<file path="config.mk">
export PLATFORM = sky130hd
export DESIGN_NAME = eai_skid
export DESIGN_NICKNAME = d
export VERILOG_FILES = /design/src/rtl/core/eai_pkg.sv /design/src/rtl/core/eai_skid.sv
export SDC_FILE = /design/constraint.sdc
export NUM_CORES = 1
export LEC_CHECK = 0
export BUFFER_PORTS_ARGS = -buffer_cell sky130_fd_sc_hd__buf_2
export CORE_ASPECT_RATIO = 0.75
export CORE_MARGIN = 1.5
export CORE_UTILIZATION = 49
export CTS_BUF_LIST = sky130_fd_sc_hd__clkbuf_4
export DETAILED_ROUTE_END_ITERATION = 8
export GPL_ROUTABILITY_DRIVEN = 1
export PLACE_DENSITY = 0.78
export SLEW_MARGIN = 20
export SYNTH_ARGS = -nofsm -noshare
export SYNTH_HDL_FRONTEND = slang
export SYNTH_SLANG_ARGS = --single-unit
</file>
<file path="constraint.sdc">
create_clock -name clk_i -period 7.1 [get_ports clk_i]
set_input_delay 0.355 -clock clk_i [delete_from_list [all_inputs] [get_ports clk_i]]
set_output_delay 0.355 -clock clk_i [all_outputs]
set_load 0.005 [all_outputs]
</file>
<file path="src/rtl/core/eai_pkg.sv">
// Shared types, constants and codes for the excitation amplitude indexer.
// No dependencies; every other file of the block depends on this package.
package eai_pkg;

  localparam int MaxOrbitals   = 32;
  localparam int OrbW          = $clog2(MaxOrbitals);
  localparam int SpinW         = $clog2(2 * MaxOrbitals);
  localparam int CntW          = 6;
  localparam int OccW          = 64;
  localparam int AmpW          = 64;
  localparam int IdxW          = 10;
  localparam int TgtW          = 3;
  localparam int CfgIdxW       = 1;
  localparam int OrbCountReset = 32;
  localparam int OccCountReset = 16;

  typedef enum logic [CfgIdxW-1:0] {
    CfgOrbCount = 1'b0,
    CfgOccCount = 1'b1
  } cfg_reg_e;

  typedef enum logic [TgtW-1:0] {
    TgtNone       = 3'd0,
    TgtAlpha      = 3'd1,
    TgtBeta       = 3'd2,
    TgtAlphaAlpha = 3'd3,
    TgtBetaBeta   = 3'd4,
    TgtAlphaBeta  = 3'd5
  } target_e;

  // First and second spin-orbital picked by a hole or particle scan
  typedef struct packed {
    logic             v1;
    logic             v2;
    logic [SpinW-1:0] s1;
    logic [SpinW-1:0] s2;
  } pick_t;

  typedef struct packed {
    logic [OccW-1:0] occ;
    logic [AmpW-1:0] amp;
    pick_t           hole;
    pick_t           part;
  } stage_t;

  typedef struct packed {
    target_e         target;
    logic [IdxW-1:0] row;
    logic [IdxW-1:0] column;
    logic [AmpW-1:0] value;
  } res_t;

endpackage

</file>
<file path="src/rtl/core/eai_skid.sv">
// Output register plus skid register: keeps the upstream ready registered
// so the chain keeps moving while one result waits. Depends on eai_pkg.
module eai_skid (
  input  logic           clk_i,
  input  logic           rst_ni,
  input  logic           valid_i,
  input  eai_pkg::res_t  res_i,
  output logic           ready_o,
  output logic           valid_o,
  output eai_pkg::res_t  res_o,
  input  logic           ready_i
);
  import eai_pkg::*;

  logic out_valid_q;
  logic skid_valid_q;
  logic take;
  logic out_free;
  res_t out_q;
  res_t skid_q;

  assign take     = valid_i && !skid_valid_q;
  assign out_free = !out_valid_q || ready_i;

  always_ff @(posedge clk_i or negedge rst_ni) begin
    if (!rst_ni) begin
      out_valid_q  <= 1'b0;
      skid_valid_q <= 1'b0;
    end else if (!out_free) begin
      // hold the stalled beat, park a new one in the skid slot
      if (take) begin
        skid_valid_q <= 1'b1;
      end
    end else if (skid_valid_q) begin
      out_valid_q  <= 1'b1;
      skid_valid_q <= 1'b0;
    end else begin
      out_valid_q <= take;
    end
  end

  always_ff @(posedge clk_i) begin
    if (!out_free) begin
      if (take) begin
        skid_q <= res_i;
      end
    end else if (skid_valid_q) begin
      out_q <= skid_q;
    end else if (take) begin
      out_q <= res_i;
    end
  end

  assign ready_o = !skid_valid_q;
  assign valid_o = out_valid_q;
  assign res_o   = out_q;
endmodule

</file>
==> impl_metrics.csv <==
group,metric,value,unit
status,status,"finished, violations left",
status,violations,"design-rule violations",
worst_setup_path,critical_path.max_stage_delay,990,ps
worst_setup_path,path_delay_family,"flip-flops",
worst_setup_path,path_cells,"nor2_1, nor2b_4, buf_4",
worst_setup_path,end_kind,"flip-flop",
grt,track_usage,18.46,%
cells_and_area,drive_gt1_share,53.14,%
detailed_routing,vias,3600,
sta,relSlewSlack,35.73,%
clock_network,ctsResizeCount,0,
sta,finalSetupTns,0,ps
worst_setup_path,cp.arrival,3220,ps
detailed_routing,wl_per_cell,17.23,µm
cells_and_area,design_area,9032,µm²
clock_network,cts_tree,"done",
clock_network,clk-insertion-delay-late,580,ps
synth,synth_seq_area_share,77.49,%
placement,port_buffers,179,
grt,grt_pass1_vias,3859,
detailed_routing,routed_wl,12.91,mm
synth,ys_ff_latch,176,
power,ir_worst_vdd,0.1799,mV
hold_path,min_path_type,"in2async",
synth,syn_inst,280,
synth,synth_top_family_by_area,"multiplexers",
placement,dpl.hpwl,7.773,mm
floorplanning,die_area,14620,µm²
detailed_routing,drt_iter0_markers,167,
power,power_density,241.1,nW/µm²
placement,routabilityCongestion,0.7345,
grt,grt_max_degree,69,
clock_network,clock_sinks,176,
clock_network,clk_pin_slew,140,ps
clock_network,root_buffer,"clkbuf_4",
sta,worstMarginPinSlew,963.0,ps
detailed_routing,dr_wl_met2,6.310,mm
worst_setup_path,crit_slowest_cell,"dfrtp_4",
synth,synth_compound_area_share,0,%
floorplanning,die_h,105.1,µm
cells_and_area,final_nets,652,
power,leakagePower,3.618,nW
synth,synthMuxAreaShare,19.19,%
synth,synth_warnings,0,
clock_network,post_cts_buffers,0,
detailed_routing,wl_met1,5.394,mm
synth,yosysTopAreaCellShare,76.75,%
sta,hold_viol,0,
clock_network,htree_levels,4,
detailed_routing,dr.max_layer_used,"met4",
cells_and_area,layout_common_cells,"buf_2, edfxtp_1, dlygate4sd3_1",
floorplanning,core_area,13660,µm²
grt,grt_overflow,0,
synth,synth_simple_gate_area_share,0.4595,%
detailed_routing,firstDrtPassIters,7,
sta,fin_crit,3010,ps
sta,drv_slew,0,
synth,synth_fa_ha_area_share,0,%
synth,synth.distinct_cells,11,
worst_setup_path,cp-start-kind,"flip-flop",
worst_setup_path,crit_type,"reg2reg",
synth,syn_avg_cell_area,24.31,µm²
clock_network,hold_buffers,89,
detailed_routing,wl_met3,1.026,mm
floorplanning,die_w,139.1,µm
clock_network,ctsLongestPathBuffers,2,
job,max_cap_violations,0,
synth,synth_top_cells_by_area,"edfxtp_1, mux2_4, buf_12, dfrtp_1, buf_6",
detailed_routing,drt-vias-per-instance,4.806,
grt,antenna_found_initial,0,
sta,fmax,0.3322,GHz
worst_setup_path,worstPathMaxFanout,68,
clock_network,numCtsBuffers,17,
sta,setup_viol,0,
sta,fin_skew,17.99,ps
placement,placed_cell_area,7784,µm²
worst_setup_path,required,7310,ps
synth,synth_xor_area_share,0,%
synth,yosysTopAreaCell,"edfxtp_1",
sta,grt_setup_unrepaired,"no",
floorplanning,start_util,49.85,%
cells_and_area,syn_to_final_growth,32.68,%
cells_and_area,final_common_cell,"buf_2",
detailed_routing,ant_nets,0,
sta,fin_crit_sh,42.40,%
cells_and_area,diodes,0,
synth,syn-num-nets,371,
worst_setup_path,path_buf_inv,1,
floorplanning,pin_count,180,
detailed_routing,drc,15,
synth,syn-cell-area,6808,µm²
floorplanning,rows,37,
grt,grt_pass1_wl,19.98,mm
power,total_power,2.178,mW
registers in the layout, indices dropped and copies added, names as in the netlist:
signal and cells:
valid_o 1, skid_q 87, res_o 87, skid_valid_q 1
metrics by stage:
step	util [%]	setup WS, ps	cells	hold slack, ps
4_1_cts	66.14	4037	749	16.35
5_1_grt	66.14	3890	749	37.47
3_3_place_gp	57.00	4165	628	140.2
2_1_floorplan	-	1940	280	59.41
6_report	66.14	4090	749	76.66
3_5_place_dp	57.00	4052	628	142.0
where the power goes:
group	internal, mW	switching (mW)
registers	1.23	0.0275
clock network	0.321	0.355
logic	0.149	0.0999
total	1.70	0.482
worst register-to-register path: stages (launching register included):
cell	delay [ps]
dfrtp_4	990
nor2_1	270
nor2b_4	530
buf_4	790
logic make-up after synthesis:
family | count (synthesis)
flip-flops | 176
multiplexers | 87
buffers and inverters | 11
AND/OR/NAND/NOR | 6
final cells by class:
class                      count  area [µm²]
multi-input combinational     93        1356
fill                         933        4624
clock buffer                  17       127.6
clock inverter                15       230.2
inverter                       1       3.754
sequential                   176        5279
timing repair buffer         272        1817
tap                          175       219.0
metal layers:
layer / up-vias / GRT usage, %
li1: 1679 / -
met1: 1755 / 22.69
met2: 150 / 29.86
met3: 16 / 7.195
met4: 0 / 6.687
met5: - / 0
cell usage after synthesis (all sizes together):
| library cell | count |
|---|---|
| nand2b | 1 |
| dfrtp | 2 |
| nor3b | 1 |
| nor2 | 2 |
| edfxtp | 174 |
| buf | 10 |
| inv | 1 |
| mux2 | 87 |
| nand2 | 1 |
| nor2b | 1 |
final timing paths:
kind,endpoint,from,cells past startpoint,slack (ps)
setup / recovery,res_o[23],skid_valid_q,3,4090
setup reg to reg,res_o[23],skid_valid_q,3,4090
hold reg to reg,res_o[83],skid_q[83],1,550
max in group asynchronous,skid_valid_q,rst_ni,2,6920
min in group clk_i,skid_valid_q,ready_i,3,200
hold / removal,skid_valid_q,rst_ni,2,80
Power figures use the tool's default switching activity.
