## config.mk

```make
export PLATFORM = sky130hd
export DESIGN_NAME = eai_cell
export DESIGN_NICKNAME = d
export VERILOG_FILES = /design/src/rtl/core/eai_pkg.sv /design/src/rtl/core/eai_cell.sv
export SDC_FILE = /design/constraint.sdc
export NUM_CORES = 1
export LEC_CHECK = 0
export BUFFER_PORTS_ARGS = -buffer_cell sky130_fd_sc_hd__buf_2
export CAP_MARGIN = 40
export CORE_UTILIZATION = 25
export DETAILED_ROUTE_END_ITERATION = 10
export GPL_TIMING_DRIVEN = 1
export SLEW_MARGIN = 20
export SYNTH_ARGS = -nofsm -noshare
export SYNTH_HDL_FRONTEND = slang
export SYNTH_SLANG_ARGS = --single-unit
```

## constraint.sdc

```tcl
create_clock -name clk_i -period 2.25 [get_ports clk_i]
set_clock_uncertainty 0.05 [all_clocks]
set_input_delay 0.1125 -clock clk_i [delete_from_list [all_inputs] [get_ports clk_i]]
set_output_delay 0.1125 -clock clk_i [all_outputs]
set_load 0.01 [all_outputs]
```

## src/rtl/core/eai_pkg.sv

```systemverilog
// Shared types, constants and codes for the excitation amplitude indexer.
// No dependencies; every other file of the block depends on this package.
package eai_pkg;

  localparam int MaxOrbitals   = 32;
  localparam int OrbW          = $clog2(MaxOrbitals);
  localparam int SpinW         = $clog2(2 * MaxOrbitals);
  localparam int CntW          = 6;
  localparam int OccW          = 64;
  localparam int AmpW          = 64;
  localparam int IdxW          = 10;
  localparam int TgtW          = 3;
  localparam int CfgIdxW       = 1;
  localparam int OrbCountReset = 32;
  localparam int OccCountReset = 16;

  typedef enum logic [CfgIdxW-1:0] {
    CfgOrbCount = 1'b0,
    CfgOccCount = 1'b1
  } cfg_reg_e;

  typedef enum logic [TgtW-1:0] {
    TgtNone       = 3'd0,
    TgtAlpha      = 3'd1,
    TgtBeta       = 3'd2,
    TgtAlphaAlpha = 3'd3,
    TgtBetaBeta   = 3'd4,
    TgtAlphaBeta  = 3'd5
  } target_e;

  // First and second spin-orbital picked by a hole or particle scan
  typedef struct packed {
    logic             v1;
    logic             v2;
    logic [SpinW-1:0] s1;
    logic [SpinW-1:0] s2;
  } pick_t;

  typedef struct packed {
    logic [OccW-1:0] occ;
    logic [AmpW-1:0] amp;
    pick_t           hole;
    pick_t           part;
  } stage_t;

  typedef struct packed {
    target_e         target;
    logic [IdxW-1:0] row;
    logic [IdxW-1:0] column;
    logic [AmpW-1:0] value;
  } res_t;

endpackage

```

## src/rtl/core/eai_cell.sv

```systemverilog
// One orbital cell of the scan chain: updates the hole or particle pick
// for its orbital and registers the beat. Depends on eai_pkg.
module eai_cell (
  input  logic                      clk_i,
  input  logic                      rst_ni,
  input  logic                      en_i,
  input  logic [eai_pkg::OrbW-1:0]  orb_i,
  input  logic [eai_pkg::CntW-1:0]  norb_i,
  input  logic [eai_pkg::CntW-1:0]  nocc_i,
  input  logic                      valid_i,
  input  eai_pkg::stage_t           stage_i,
  output logic                      valid_o,
  output eai_pkg::stage_t           stage_o
);
  import eai_pkg::*;

  function automatic pick_t pick_update(pick_t p, logic a, logic b, logic want,
                                        logic [SpinW-1:0] r);
    pick_t n;
    n = p;
    if (a == want && b == want) begin
      // both spins hit: override any earlier picks
      n.v1 = 1'b1;
      n.s1 = r;
      n.v2 = 1'b1;
      n.s2 = {r[SpinW-1:1], 1'b1};
    end else if (a == want) begin
      if (p.v1) begin
        n.v2 = 1'b1;
        n.s2 = r;
      end else begin
        n.v1 = 1'b1;
        n.s1 = r;
      end
    end else if (b == want) begin
      if (p.v1) begin
        n.v2 = 1'b1;
        n.s2 = {r[SpinW-1:1], 1'b1};
      end else begin
        n.v1 = 1'b1;
        n.s1 = {r[SpinW-1:1], 1'b1};
      end
    end
    return n;
  endfunction

  logic            alpha;
  logic            beta;
  logic            in_hole;
  logic            in_part;
  logic [CntW-1:0] rel;
  stage_t          stage_d;
  stage_t          stage_q;
  logic            valid_q;

  always_comb begin
    alpha   = stage_i.occ[{orb_i, 1'b0}];
    beta    = stage_i.occ[{orb_i, 1'b1}];
    in_hole = CntW'(orb_i) < nocc_i;
    in_part = !in_hole && (CntW'(orb_i) < norb_i);
    rel     = CntW'(orb_i) - nocc_i;
    stage_d = stage_i;
    if (in_hole) begin
      stage_d.hole = pick_update(stage_i.hole, alpha, beta, 1'b0, {orb_i, 1'b0});
    end else if (in_part) begin
      stage_d.part = pick_update(stage_i.part, alpha, beta, 1'b1, {rel[OrbW-1:0], 1'b0});
    end
  end

  always_ff @(posedge clk_i or negedge rst_ni) begin
    if (!rst_ni) begin
      valid_q <= 1'b0;
    end else if (en_i) begin
      valid_q <= valid_i;
    end
  end

  always_ff @(posedge clk_i) begin
    if (en_i) begin
      stage_q <= stage_d;
    end
  end

  assign valid_o = valid_q;
  assign stage_o = stage_q;
endmodule

```

==> run_results.csv <==
group,metric,value,unit
run_status,status,"finished clean",
final_layout,nets,1081,
critical_path,path_cells,"dlygate4sd3_1 -> buf_2 -> mux2i_1 -> a22oi_1 -> nand3_1 -> nand2_2 -> or3_4 -> o22ai_4 -> mux2_4",
drt,drc_errors,0,
critical_path,r2r-end,"valid_o",
synthesis,synth_nets,518,
final_layout,final_common_cell,"buf_2",
critical_path,cp-startpoint,"stage_i[149]",
timing,period_share,97.1,%
critical_path,r2r_start,"valid_o",
global_routing,grt_first_pass_wirelength,30900,um
timing,rsz0062_at_grt,"true",
critical_path,start_kind,"input port",
cts,cts_tree,"built",
power,leakage,4.76,nW
power,p_clk_share,35.7,%
place,dpl_worst_slack,-0.641,ns
critical_path,cp_data_arrival_time,2.30,ns
global_routing,grt_pass1_vias,5368,
timing,layout_setup_ws,0.0659,ns
timing,slew_headroom,66.3,%
cts,cts_buffers,17,
final_layout,regArea,4710,sq um
synthesis,ys_warn_count,0,
final_layout,multi_input_area,1450,sq um
critical_path,critical_path_required,2.36,ns
power,irDropWorstVdd,0.000407,V
min_path,hold_depth,3,
cts,clk_latency,0.42,ns
synthesis,avgSynthCellArea,18.7,sq um
cts,cts_max_level,4,
cts,cts.path.max_buffers,2,
synthesis,synth-edff-count,156,
global_routing,grt_max_degree,51,
drt,num_vias,5167,
synthesis,netlist-cell-type-count,55,
final_layout,drive_gt1_share,53.7,%
drt,via_per_inst,4.20,
final_layout,mostFrequentLayoutCells,"buf_2, edfxtp_1, dlygate4sd3_1",
power,switching_share,26.2,%
place,portBuffers,333,
power,pwr-share-seq,45.7,%
power,power,7.81,mW
cts,cts-root-buf,"clkbuf_16",
timing,tightest_slew,0.505,ns
floorplanning,initial_core_util,25.5,%
floorplanning,die-area,25300,sq um
global_routing,gr-total-overflow,0,
critical_path,rr_worst_depth,1,
synthesis,synth_cells,331,
floorplanning,coreArea,24200,sq um
final_layout,diodes,0,
critical_path,worstSetupPathType,"input port to flip-flop",
place,gp_congestion,0.798,
timing,hold_ws,0.0611,ns
critical_path,rrSetupSlack,1.46,ns
drt,post_drt_wl_per_cell,16.7,um
drt,drtAntennaViolNets,0,
final_layout,nFillCells,2183,
cts,clock_sinks,157,
timing,slew_violations,0,
floorplanning,fp.dieW,159,um
drt,drt_iter0_markers,304,
synthesis,ys.flop_type,"edfxtp_1",
critical_path,critPathMaxStageDelay,0.55,ns
critical_path,cpMaxStageDelayCell,"dlygate4sd3_1",
place,place_hpwl,14600,um
critical_path,cp_top_family,"buffers and inverters",
run,cap_violations,0,
power,intPower,5.76,mW
power,cellPowerDensity,711,nW/um^2
synthesis,ys_seq_elements,157,
floorplanning,top_level_ports,334,
critical_path,critPathBufInv,2,
drt,wl,20600,um
timing,timing.fmax,458,MHz
critical_path,endpoint_kind,"flip-flop",
critical_path,cp.depth,9,
synthesis,async_flop_share,0.637,%
drt,firstDrtPassIters,4,
floorplanning,die-height,159,um
power,combPwrFrac,18.5,%
synthesis,ys_seq_area_share,76.2,%
min_path,hold_class,"input port to flip-flop",
synthesis,syn_area,6180,sq um
global_routing,gr-usage-all-layers,16.4,%
global_routing,grt_antenna_before_repair,0,
floorplanning,rows,57,
timing,post-route-min-period,2.18,ns
critical_path,endpoint,"stage_o[16]",
timing,finalHoldViolations,0,
critical_path,crit_fanout,5,
timing,setup-violations-final,0,
final_layout,area_growth,77.8,%
cts,clkSlewWorstSetupHoldPaths,0.06,ns
power,power.switching,2.05,mW
## stage by stage
stage / std cells / util (%) / area, sq um / TNS (ns)
after global routing: 1231 / 45.3 / 11000 / -0.0115
after floorplan: 331 / - / 6280 / -2.29
after CTS: 1228 / 45.1 / 10900 / -0.117
after global placement: 1041 / 36.2 / 8790 / -12.36
final: 1231 / 45.3 / 11000 / 0
after detailed placement: 1041 / 36.2 / 8790 / -12.99
## power groups by stage
stage                     Sequential (mW)  Combinational (mW)  Clock (mW)
after floorplan                      3.78               0.358           0
after global placement               3.63                1.21           0
after detailed placement             3.63                1.22           0
after CTS                            3.57                1.44        2.87
after global routing                 3.59                1.55        2.99
final                                3.57                1.45        2.79
## synthesized netlist by cell type (all sizes together) (2+ instances only)
cell,number,area share [%]
o22ai,3,0.63
nand2,10,0.61
ha,9,1.8
nor3,3,0.32
a21oi,12,1.1
a21o,2,0.24
o31ai,3,0.45
nor4,3,0.30
a31o,2,0.28
mux2,19,3.7
inv,17,1.0
xnor2,2,0.28
nor2,8,0.49
edfxtp,156,76
buf,8,0.87
or2,3,0.30
a211o,2,0.28
o21ai,7,0.57
a22oi,4,0.57
nor2b,6,0.61
and3,2,0.20
mux2i,21,3.4
mux4,8,2.9
## kinds of logic (layout without fill, tap and decap cells)
kind of cell | count (synthesis) | in the layout | synth area share, %
multiplexers | 48 | 48 | 10.0
AO/OA/AOI/OAI | 45 | 45 | 5.59
AND/OR/NAND/NOR | 41 | 41 | 3.56
flip-flops | 157 | 157 | 76.2
adder cells (fa/ha/maj) | 10 | 10 | 2.15
buffers and inverters | 27 | 603 | 2.02
XOR/XNOR | 3 | 3 | 0.425
## metal layers
| metal | up-vias | wire, um | track usage, % |
|---|---|---|---|
| met5 | - | 0 | 0 |
| met4 | 0 | 267 | 4.46 |
| met3 | 19 | 1240 | 4.51 |
| met2 | 218 | 10900 | 29.7 |
| met1 | 2495 | 8260 | 18.9 |
| li1 | 2435 | - | - |
## worst min-delay path by stage
stage               slack, ns   startpoint     endpoint
floorplan               -0.23       rst_ni      valid_o
global placement        -0.15       rst_ni      valid_o
detailed placement      -0.15       rst_ni      valid_o
CTS                      0.03  stage_i[13]  stage_o[13]
global route             0.06   stage_i[0]   stage_o[0]
finish                   0.06  stage_i[14]  stage_o[14]
## layout make-up
type	instances	area share [%]
sequential	157	42.9
clock inverter	14	1.33
timing repair buffer	553	34.4
tap	324	3.69
clock buffer	18	3.91
multi-input combinational	147	13.2
inverter	18	0.661
## timing repair
action	4_1_cts	5_1_grt
gates resized for setup	7	9
setup endpoints to repair	18	18
hold buffers	155	0
buffers inserted	0	4
hold endpoints to repair	154	0
pin swaps	1	4
## tightest hold or removal path: stages
cell and delay (ns):
buf_2 0.11, nor2_1 0.05, a21oi_1 0.13
## state kept, by name (all words and copies together) (netlist names)
| register | cells |
|---|---|
| stage_o | 156 |
| valid_o | 1 |
Note: power is estimated with default switching activity, not from simulation.
