===== config.mk =====
export PLATFORM = sky130hd
export DESIGN_NAME = eai_index
export DESIGN_NICKNAME = d
export VERILOG_FILES = /design/src/rtl/core/eai_pkg.sv /design/src/rtl/core/eai_index.sv
export SDC_FILE = /design/constraint.sdc
export NUM_CORES = 1
export LEC_CHECK = 0
export BUFFER_PORTS_ARGS = -buffer_cell sky130_fd_sc_hd__clkbuf_2
export CORE_UTILIZATION = 35
export CTS_CLUSTER_SIZE = 30
export DETAILED_ROUTE_END_ITERATION = 6
export HOLD_SLACK_MARGIN = 0.06
export PLACE_DENSITY = 0.63
export REMOVE_ABC_BUFFERS = 1
export SYNTH_ARGS = -nofsm -noshare
export SYNTH_HDL_FRONTEND = slang
export SYNTH_SLANG_ARGS = --single-unit

===== constraint.sdc =====
create_clock -name clk_i -period 0.8 [get_ports clk_i]
set_input_delay 0.12 -clock clk_i [delete_from_list [all_inputs] [get_ports clk_i]]
set_output_delay 0.12 -clock clk_i [all_outputs]
set_load 0.02 [all_outputs]

===== src/rtl/core/eai_pkg.sv =====
// Shared types, constants and codes for the excitation amplitude indexer.
// No dependencies; every other file of the block depends on this package.
package eai_pkg;

  localparam int MaxOrbitals   = 32;
  localparam int OrbW          = $clog2(MaxOrbitals);
  localparam int SpinW         = $clog2(2 * MaxOrbitals);
  localparam int CntW          = 6;
  localparam int OccW          = 64;
  localparam int AmpW          = 64;
  localparam int IdxW          = 10;
  localparam int TgtW          = 3;
  localparam int CfgIdxW       = 1;
  localparam int OrbCountReset = 32;
  localparam int OccCountReset = 16;

  typedef enum logic [CfgIdxW-1:0] {
    CfgOrbCount = 1'b0,
    CfgOccCount = 1'b1
  } cfg_reg_e;

  typedef enum logic [TgtW-1:0] {
    TgtNone       = 3'd0,
    TgtAlpha      = 3'd1,
    TgtBeta       = 3'd2,
    TgtAlphaAlpha = 3'd3,
    TgtBetaBeta   = 3'd4,
    TgtAlphaBeta  = 3'd5
  } target_e;

  // First and second spin-orbital picked by a hole or particle scan
  typedef struct packed {
    logic             v1;
    logic             v2;
    logic [SpinW-1:0] s1;
    logic [SpinW-1:0] s2;
  } pick_t;

  typedef struct packed {
    logic [OccW-1:0] occ;
    logic [AmpW-1:0] amp;
    pick_t           hole;
    pick_t           part;
  } stage_t;

  typedef struct packed {
    target_e         target;
    logic [IdxW-1:0] row;
    logic [IdxW-1:0] column;
    logic [AmpW-1:0] value;
  } res_t;

endpackage


===== src/rtl/core/eai_index.sv =====
// Classification and index stage: turns the final hole and particle picks
// into matrix code, row and column. Depends on eai_pkg.
module eai_index (
  input  logic                      clk_i,
  input  logic                      rst_ni,
  input  logic                      en_i,
  input  logic [eai_pkg::CntW-1:0]  nocc_i,
  input  logic [eai_pkg::CntW-1:0]  nvirt_i,
  input  logic                      valid_i,
  input  eai_pkg::stage_t           stage_i,
  output logic                      valid_o,
  output eai_pkg::res_t             res_o
);
  import eai_pkg::*;

  localparam int ProdW = OrbW + CntW;

  // triangular pair packing over spatial orbitals
  function automatic logic [IdxW-1:0] tri_pack(logic [SpinW-1:0] x, logic [SpinW-1:0] y);
    logic [OrbW-1:0]  hi;
    logic [OrbW-1:0]  lo;
    logic [ProdW-1:0] prod;
    hi   = (x > y) ? x[SpinW-1:1] : y[SpinW-1:1];
    lo   = (x > y) ? y[SpinW-1:1] : x[SpinW-1:1];
    prod = ProdW'(hi) * ProdW'({1'b0, hi} + 1'b1);
    return IdxW'((prod >> 1) + ProdW'(lo));
  endfunction

  pick_t           h;
  pick_t           p;
  logic            e1;
  logic            e2;
  logic            pe;
  logic [OrbW-1:0] hi_i;
  logic [OrbW-1:0] hi_j;
  logic [OrbW-1:0] pa;
  logic [OrbW-1:0] pb;
  logic [ProdW-1:0] row_ab;
  logic [ProdW-1:0] col_ab;
  res_t            res_d;
  res_t            res_q;
  logic            valid_q;

  always_comb begin
    h      = stage_i.hole;
    p      = stage_i.part;
    e1     = !h.s1[0];
    e2     = !h.s2[0];
    pe     = !p.s1[0];
    hi_i   = e1 ? h.s1[SpinW-1:1] : h.s2[SpinW-1:1];
    hi_j   = e1 ? h.s2[SpinW-1:1] : h.s1[SpinW-1:1];
    pa     = pe ? p.s1[SpinW-1:1] : p.s2[SpinW-1:1];
    pb     = pe ? p.s2[SpinW-1:1] : p.s1[SpinW-1:1];
    row_ab = ProdW'(hi_i) * ProdW'(nocc_i) + ProdW'(hi_j);
    col_ab = ProdW'(pa) * ProdW'(nvirt_i) + ProdW'(pb);

    res_d.target = TgtNone;
    res_d.row    = '0;
    res_d.column = '0;
    res_d.value  = '0;
    if (h.v1 && !h.v2) begin
      res_d.target = h.s1[0] ? TgtBeta : TgtAlpha;
      res_d.row    = IdxW'(h.s1[SpinW-1:1]);
      // a single without particle lands in column zero
      res_d.column = p.v1 ? IdxW'(p.s1[SpinW-1:1]) : '0;
      res_d.value  = stage_i.amp;
    end else if (h.v1 && h.v2 && p.v1 && p.v2) begin
      res_d.value = stage_i.amp;
      if (e1 == e2) begin
        res_d.target = e1 ? TgtAlphaAlpha : TgtBetaBeta;
        res_d.row    = tri_pack(h.s1, h.s2);
        res_d.column = tri_pack(p.s1, p.s2);
      end else begin
        res_d.target = TgtAlphaBeta;
        res_d.row    = row_ab[IdxW-1:0];
        res_d.column = col_ab[IdxW-1:0];
      end
    end
  end

  always_ff @(posedge clk_i or negedge rst_ni) begin
    if (!rst_ni) begin
      valid_q <= 1'b0;
    end else if (en_i) begin
      valid_q <= valid_i;
    end
  end

  always_ff @(posedge clk_i) begin
    if (en_i) begin
      res_q <= res_d;
    end
  end

  assign valid_o = valid_q;
  assign res_o   = res_q;
endmodule


==> results of run 1 <==
[final cells by class]
class                      instances  area [sq um]  share of cell area [%]
sequential                        88          2640                    19.3
inverter                         106           405                    2.96
multi-input combinational        656          6460                    47.2
clock inverter                     7          52.6                   0.384
timing repair buffer             432          3500                    25.6
tap                              319           399                    2.92
clock buffer                       9           225                    1.65
[report_power, final]
group	switching (W)	internal [W]	leakage, nW
Clock	0.00191	0.00214	0.132
Combinational	0.0118	0.0131	5.54
Sequential	0.000176	0.00550	0.844
Total	0.0139	0.0208	6.52
[final timing paths]
path / to / start / slack [ps]
min in group asynchronous: valid_o / rst_ni / 90
min: res_o[29] / stage_i[57] / 80
min reg2reg: valid_o / valid_o / 560
max in group asynchronous: valid_o / rst_ni / 620
max: res_o[73] / stage_i[3] / -4440
max reg2reg: valid_o / valid_o / 30
[state kept, by name, summed over array words and instances, names as in the netlist]
| signal | cells |
|---|---|
| valid_o | 1 |
| res_o | 87 |
[routing by layer]
layer	track usage (%)	wire length, um	up-vias
met1	24.7	11100	3706
met3	2.85	1260	26
met4	5.21	490	0
met2	34.0	13200	214
met5	0	0	-
li1	-	-	3782
[cells by family after synthesis]
kind of cell               share of synthesized area [%]
and+or+nand+nor                                     17.6
adders and majority gates                           29.2
AOI/OAI and AO/OA                                   9.60
buffers and inverters                               5.41
DFF                                                 30.7
xor gates and xnor gates                            4.18
muxes                                               3.33
[cell usage in the layout, fill, tap and decap left out, types with 32 or more instances in the layout]
cell type	count
ha_1	80
nand2_1	68
nor2_1	45
buf_2	32
clkbuf_2	100
edfxtp_1	87
and2_4	57
buf_6	72
inv_1	82
buf_4	174
fa_1	56
[per-stage QoR]
step	setup slack [ps]	setup TNS, ps	instance area (sq um)	std cells	hold WS (ps)
after floorplan	-5380	-151810	8530	849	-176
after global placement	-5120	-108500	11300	1537	-104
after detailed placement	-5260	-109970	11300	1537	-102
after CTS	-4530	-90650	12600	1605	60.9
after global routing	-4670	-98280	13700	1617	73.2
final	-4440	-90470	13700	1617	81.8
[timing repair]
item                                    CTS  global route
endpoints found under the setup margin  108           163
pin swaps                                87           117
cloned                                    0             9
hold endpoints to repair                 35             0
resized for setup                       136           324
hold buffers                             35             0
buffers inserted                         19            14
==> metrics, run 1 <==
status=complete, but fails checks; failing checks=setup timing; Seq/Total Area, Yosys=30.7%; Die Area=25200 sq um; worst-margin pin slew=553 ps; CP peak stage delay=530 ps; r2r worst-path depth=1; worst vdd ir=1.66 mV; Slew Limit Fails=0; hold path depth=2; post-synth top area cell=edfxtp_1; number of CTS-inserted buffers=9; Worst-path clk slew=70 ps; Syn. warnings=0; critical path class=in -> reg; asr flop ratio synth=1.14%; Root Driver=clkbuf_16; Commonest cells post-synth=ha_1, inv_1, edfxtp_1; number of enable flip-flop cells after synthesis=87; crit-path max FO=4; clock sink count=88; antenna violations before repair=0; Initial Util=36.2%; critical path depth=28; PwrDens=2530 nW/um^2; Chip Width=159 um; CP max stage cell=fa_1; IO Port Bufs=195; IO Pins=260; synth unique cells=53; die height=159 um; Top delay family on crit path=adder cells; synth top area cells=edfxtp_1, ha_1, fa_1; Max Root-Sink Buffers=2; clk_skew=0 ps; Detailed Route Iter0 Violations=401; gpl congestion=0.847; fin crit period=5240 ps; core area=23800 sq um; fill count=1964; Util after Layout=57.6%; CTS HTree Levels=3; Min-Delay Path Class=in -> reg; DR vias/cell=4.78; DR WL/cell=16.1 um; count of state elements after synthesis=88; final worst slack=-4440 ps; vias=7728; post-synth top area share=30.4%; Critical Path RT=890 ps; final hold vios=0; Final Total Pwr=0.0347 W; TritonCTS clock tree=done; CP startpoint kind=input port; final setup violating endpoints=163; count leader, synth=ha_1; Final Cycle Share=655%; Critical Path Sink Type=flip-flop; maximum number of pins on one net before global-route repair=56; Clk Latency, worst-skew pair=340 ps; layout cell share with drive strength beyond 1=47.4%; RSZ-0062 raised after global routing=true; HPWL after DPL=19400 um; dominant synthesized flop cell=edfxtp_1; Site Rows=56; vias in the first global route=7728; synthesized cell area=8600 sq um; antenna cells=0; worst endpoint data arrival time=5340 ps; DR DRC count=0; Slew HR=62.7%; P_leak=6.52 nW; post-route ant nets=0; Post-Syn Instances=867; final net count=1632; CP bufs+invs=7; Max Cap Violations=0; Mean Syn Cell Area=9.92 sq um; Peak Freq=191 MHz; TritonRoute pass-1 iters=5; Congestion Overflow GR=0; drt total wl=26100 um; GRT Total Usage=19.4%; Layout area overhead=59.0%; first-pass GRT wire length=38900 um
(Power assumes the default switching activity.)
==> run 2, diff against run 1 <==
PLACE_DENSITY = 0.6   (was 0.63)
==> run 2 against run 1 <==
Compared with the run above: the run still ends with setup timing left; clock power rose by 17%; via count rose by 0.71%; sequential share of layout area fell by 0.33 points; setup slack got worse by 46 ps; combinational power rose by 11%; critical path depth fell by 1; maximum frequency fell by 0.87%; routed wire length rose by 2.1%.
==> metrics, run 2 (same netlist as run 1, synthesis figures left out) <==
status=complete, but fails checks; failing checks=setup timing; gpl congestion=0.847 (about the same); Final Total Pwr=0.0381 W (+9.9%); first-pass GRT wire length=40200 um (+3.3%); Final Cycle Share=661% (+5.7 points); Critical Path Sink Type=flip-flop; Max Root-Sink Buffers=2 (unchanged); critical path class=in -> reg; maximum number of pins on one net before global-route repair=65 (+16%); TritonCTS clock tree=done; non-filler cells, final=1615 (-0.12%); GRT Total Usage=20.0% (+0.65 points); Layout area overhead=61.8%; PwrDens=2740 nW/um^2 (+8.0%); Worst-path clk slew=70 ps (about the same); final worst slack=-4490 ps (-45.7 ps); worst endpoint data arrival time=5390 ps (+50 ps); core area=23800 sq um (unchanged); RSZ-0062 raised after global routing=true; Clk Latency, worst-skew pair=340 ps (about the same); final hold vios=0 (unchanged); TritonRoute pass-1 iters=5 (unchanged); Die Area=25200 sq um (unchanged); Congestion Overflow GR=0 (unchanged); hold slack=69.0 ps (-12.8 ps); Slew HR=66.6% (+3.9 points); DR DRC count=0 (unchanged); number of CTS-inserted buffers=9 (unchanged); fin crit period=5290 ps (+45.7 ps); final net count=1631 (-0.061%); post-route setup TNS=-91460 ps (-991 ps); post-route ant nets=0 (unchanged); Slew Limit Fails=0 (unchanged); Peak Freq=189 MHz (-0.87%); Site Rows=56 (unchanged); CTS HTree Levels=3 (unchanged); Root Driver=clkbuf_16; vias in the first global route=8011 (+3.7%); Detailed Route Iter0 Violations=336 (-16%); DR WL/cell=16.5 um (+2.2%); Max Cap Violations=0 (unchanged); vias=7783 (+0.71%); final setup violating endpoints=164 (+0.61%); P_leak=6.54 nW (+0.29%); crit-path max FO=5 (+1); worst-margin pin slew=496 ps (-57.6 ps); antenna violations before repair=0 (unchanged); IO Port Bufs=195 (unchanged); drt total wl=26600 um (+2.1%); clk_skew=0 ps (unchanged); Critical Path RT=900 ps (about the same); worst vdd ir=1.86 mV (+12%); DR vias/cell=4.82 (+0.84%); Initial Util=36.2% (unchanged); most common cell after layout, fill and taps aside=buf_4; most frequent cells in the layout=buf_4, clkbuf_2, edfxtp_1; die height=159 um (unchanged); antenna cells=0 (unchanged); clock sink count=88 (unchanged); HPWL after DPL=19600 um (+0.87%); dpl cells=1535 (-0.13%); IO Pins=260 (unchanged); CP startpoint kind=input port; layout cell share with drive strength beyond 1=48.8% (+1.4 points); max FFs per register=87 (unchanged); Util after Layout=58.6% (+1.0 points); Chip Width=159 um (unchanged); Min-Delay Path Class=in -> reg
-- run 2: path summary, 6_finish.rpt --
path / from / cells after the start / slack, ps / end
worst max register to register: valid_o / 1 / 40 / valid_o
max in group asynchronous: rst_ni / 2 / 540 / valid_o
worst min-delay path: stage_i[38] / 2 / 70 / res_o[10]
worst min register to register: valid_o / 1 / 540 / valid_o
worst max-delay path: stage_i[4] / 27 / -4490 / res_o[73]
min in group asynchronous: rst_ni / 2 / 170 / valid_o
-- run 2: layout make-up --
type,count,area (sq um)
Clock buffer,9,225
Clock inverter,6,92.6
Fill cell,1930,9840
Inverter,106,410
Multi-Input combinational cell,655,6650
Sequential cell,88,2640
Tap cell,319,399
Timing Repair Buffer,432,3500
-- run 2: timing repair --
action	in CTS	in global routing
hold buffers	31	1
pin swaps	111	134
gates cloned	0	7
resized for setup	177	328
hold endpoints to repair	31	1
buffers inserted	24	11
endpoints found under the setup margin	108	116
-- run 2: power by group --
part / total (W) / internal, W / switching, W
clock network: 0.00472 / 0.00275 / 0.00197
registers: 0.00568 / 0.00550 / 0.000180
logic: 0.0277 / 0.0148 / 0.0129
total: 0.0381 / 0.0230 / 0.0151
-- run 2: worst max-delay path, stage by stage --
cell and delay [ps]:
clkbuf_2 90, inv_1 100, ha_4 220, o21ai_2 140, nor2_2 80, o32ai_4 390
mux2i_2 300, inv_2 100, ha_4 180, inv_4 50, ha_4 120, inv_2 30
fa_1 460, fa_1 500, fa_1 500, inv_2 50, ha_4 230, xnor2_2 130
ha_1 310, o21ai_2 60, o21bai_1 180, a21oi_2 110, nor4b_4 330, a21oi_2 100
o31ai_2 250, xnor2_1 140, a21oi_1 80
-- run 2: per-stage QoR --
stage	cell area [sq um]	worst slack, ps
after floorplan	8530	-5380
after global placement	11200	-5140
after detailed placement	11200	-5270
after CTS	12900	-4550
after global routing	13900	-4720
final	13900	-4490
-- run 2: per-layer routing --
metal  up-vias  part of all wire, %  GRT usage, %
li1       3781                    -             -
met2       222                   52          35.9
met3        32                  4.7          3.79
met4         0                  2.0          5.25
met5         -                    0             0
met1      3748                   42          24.4
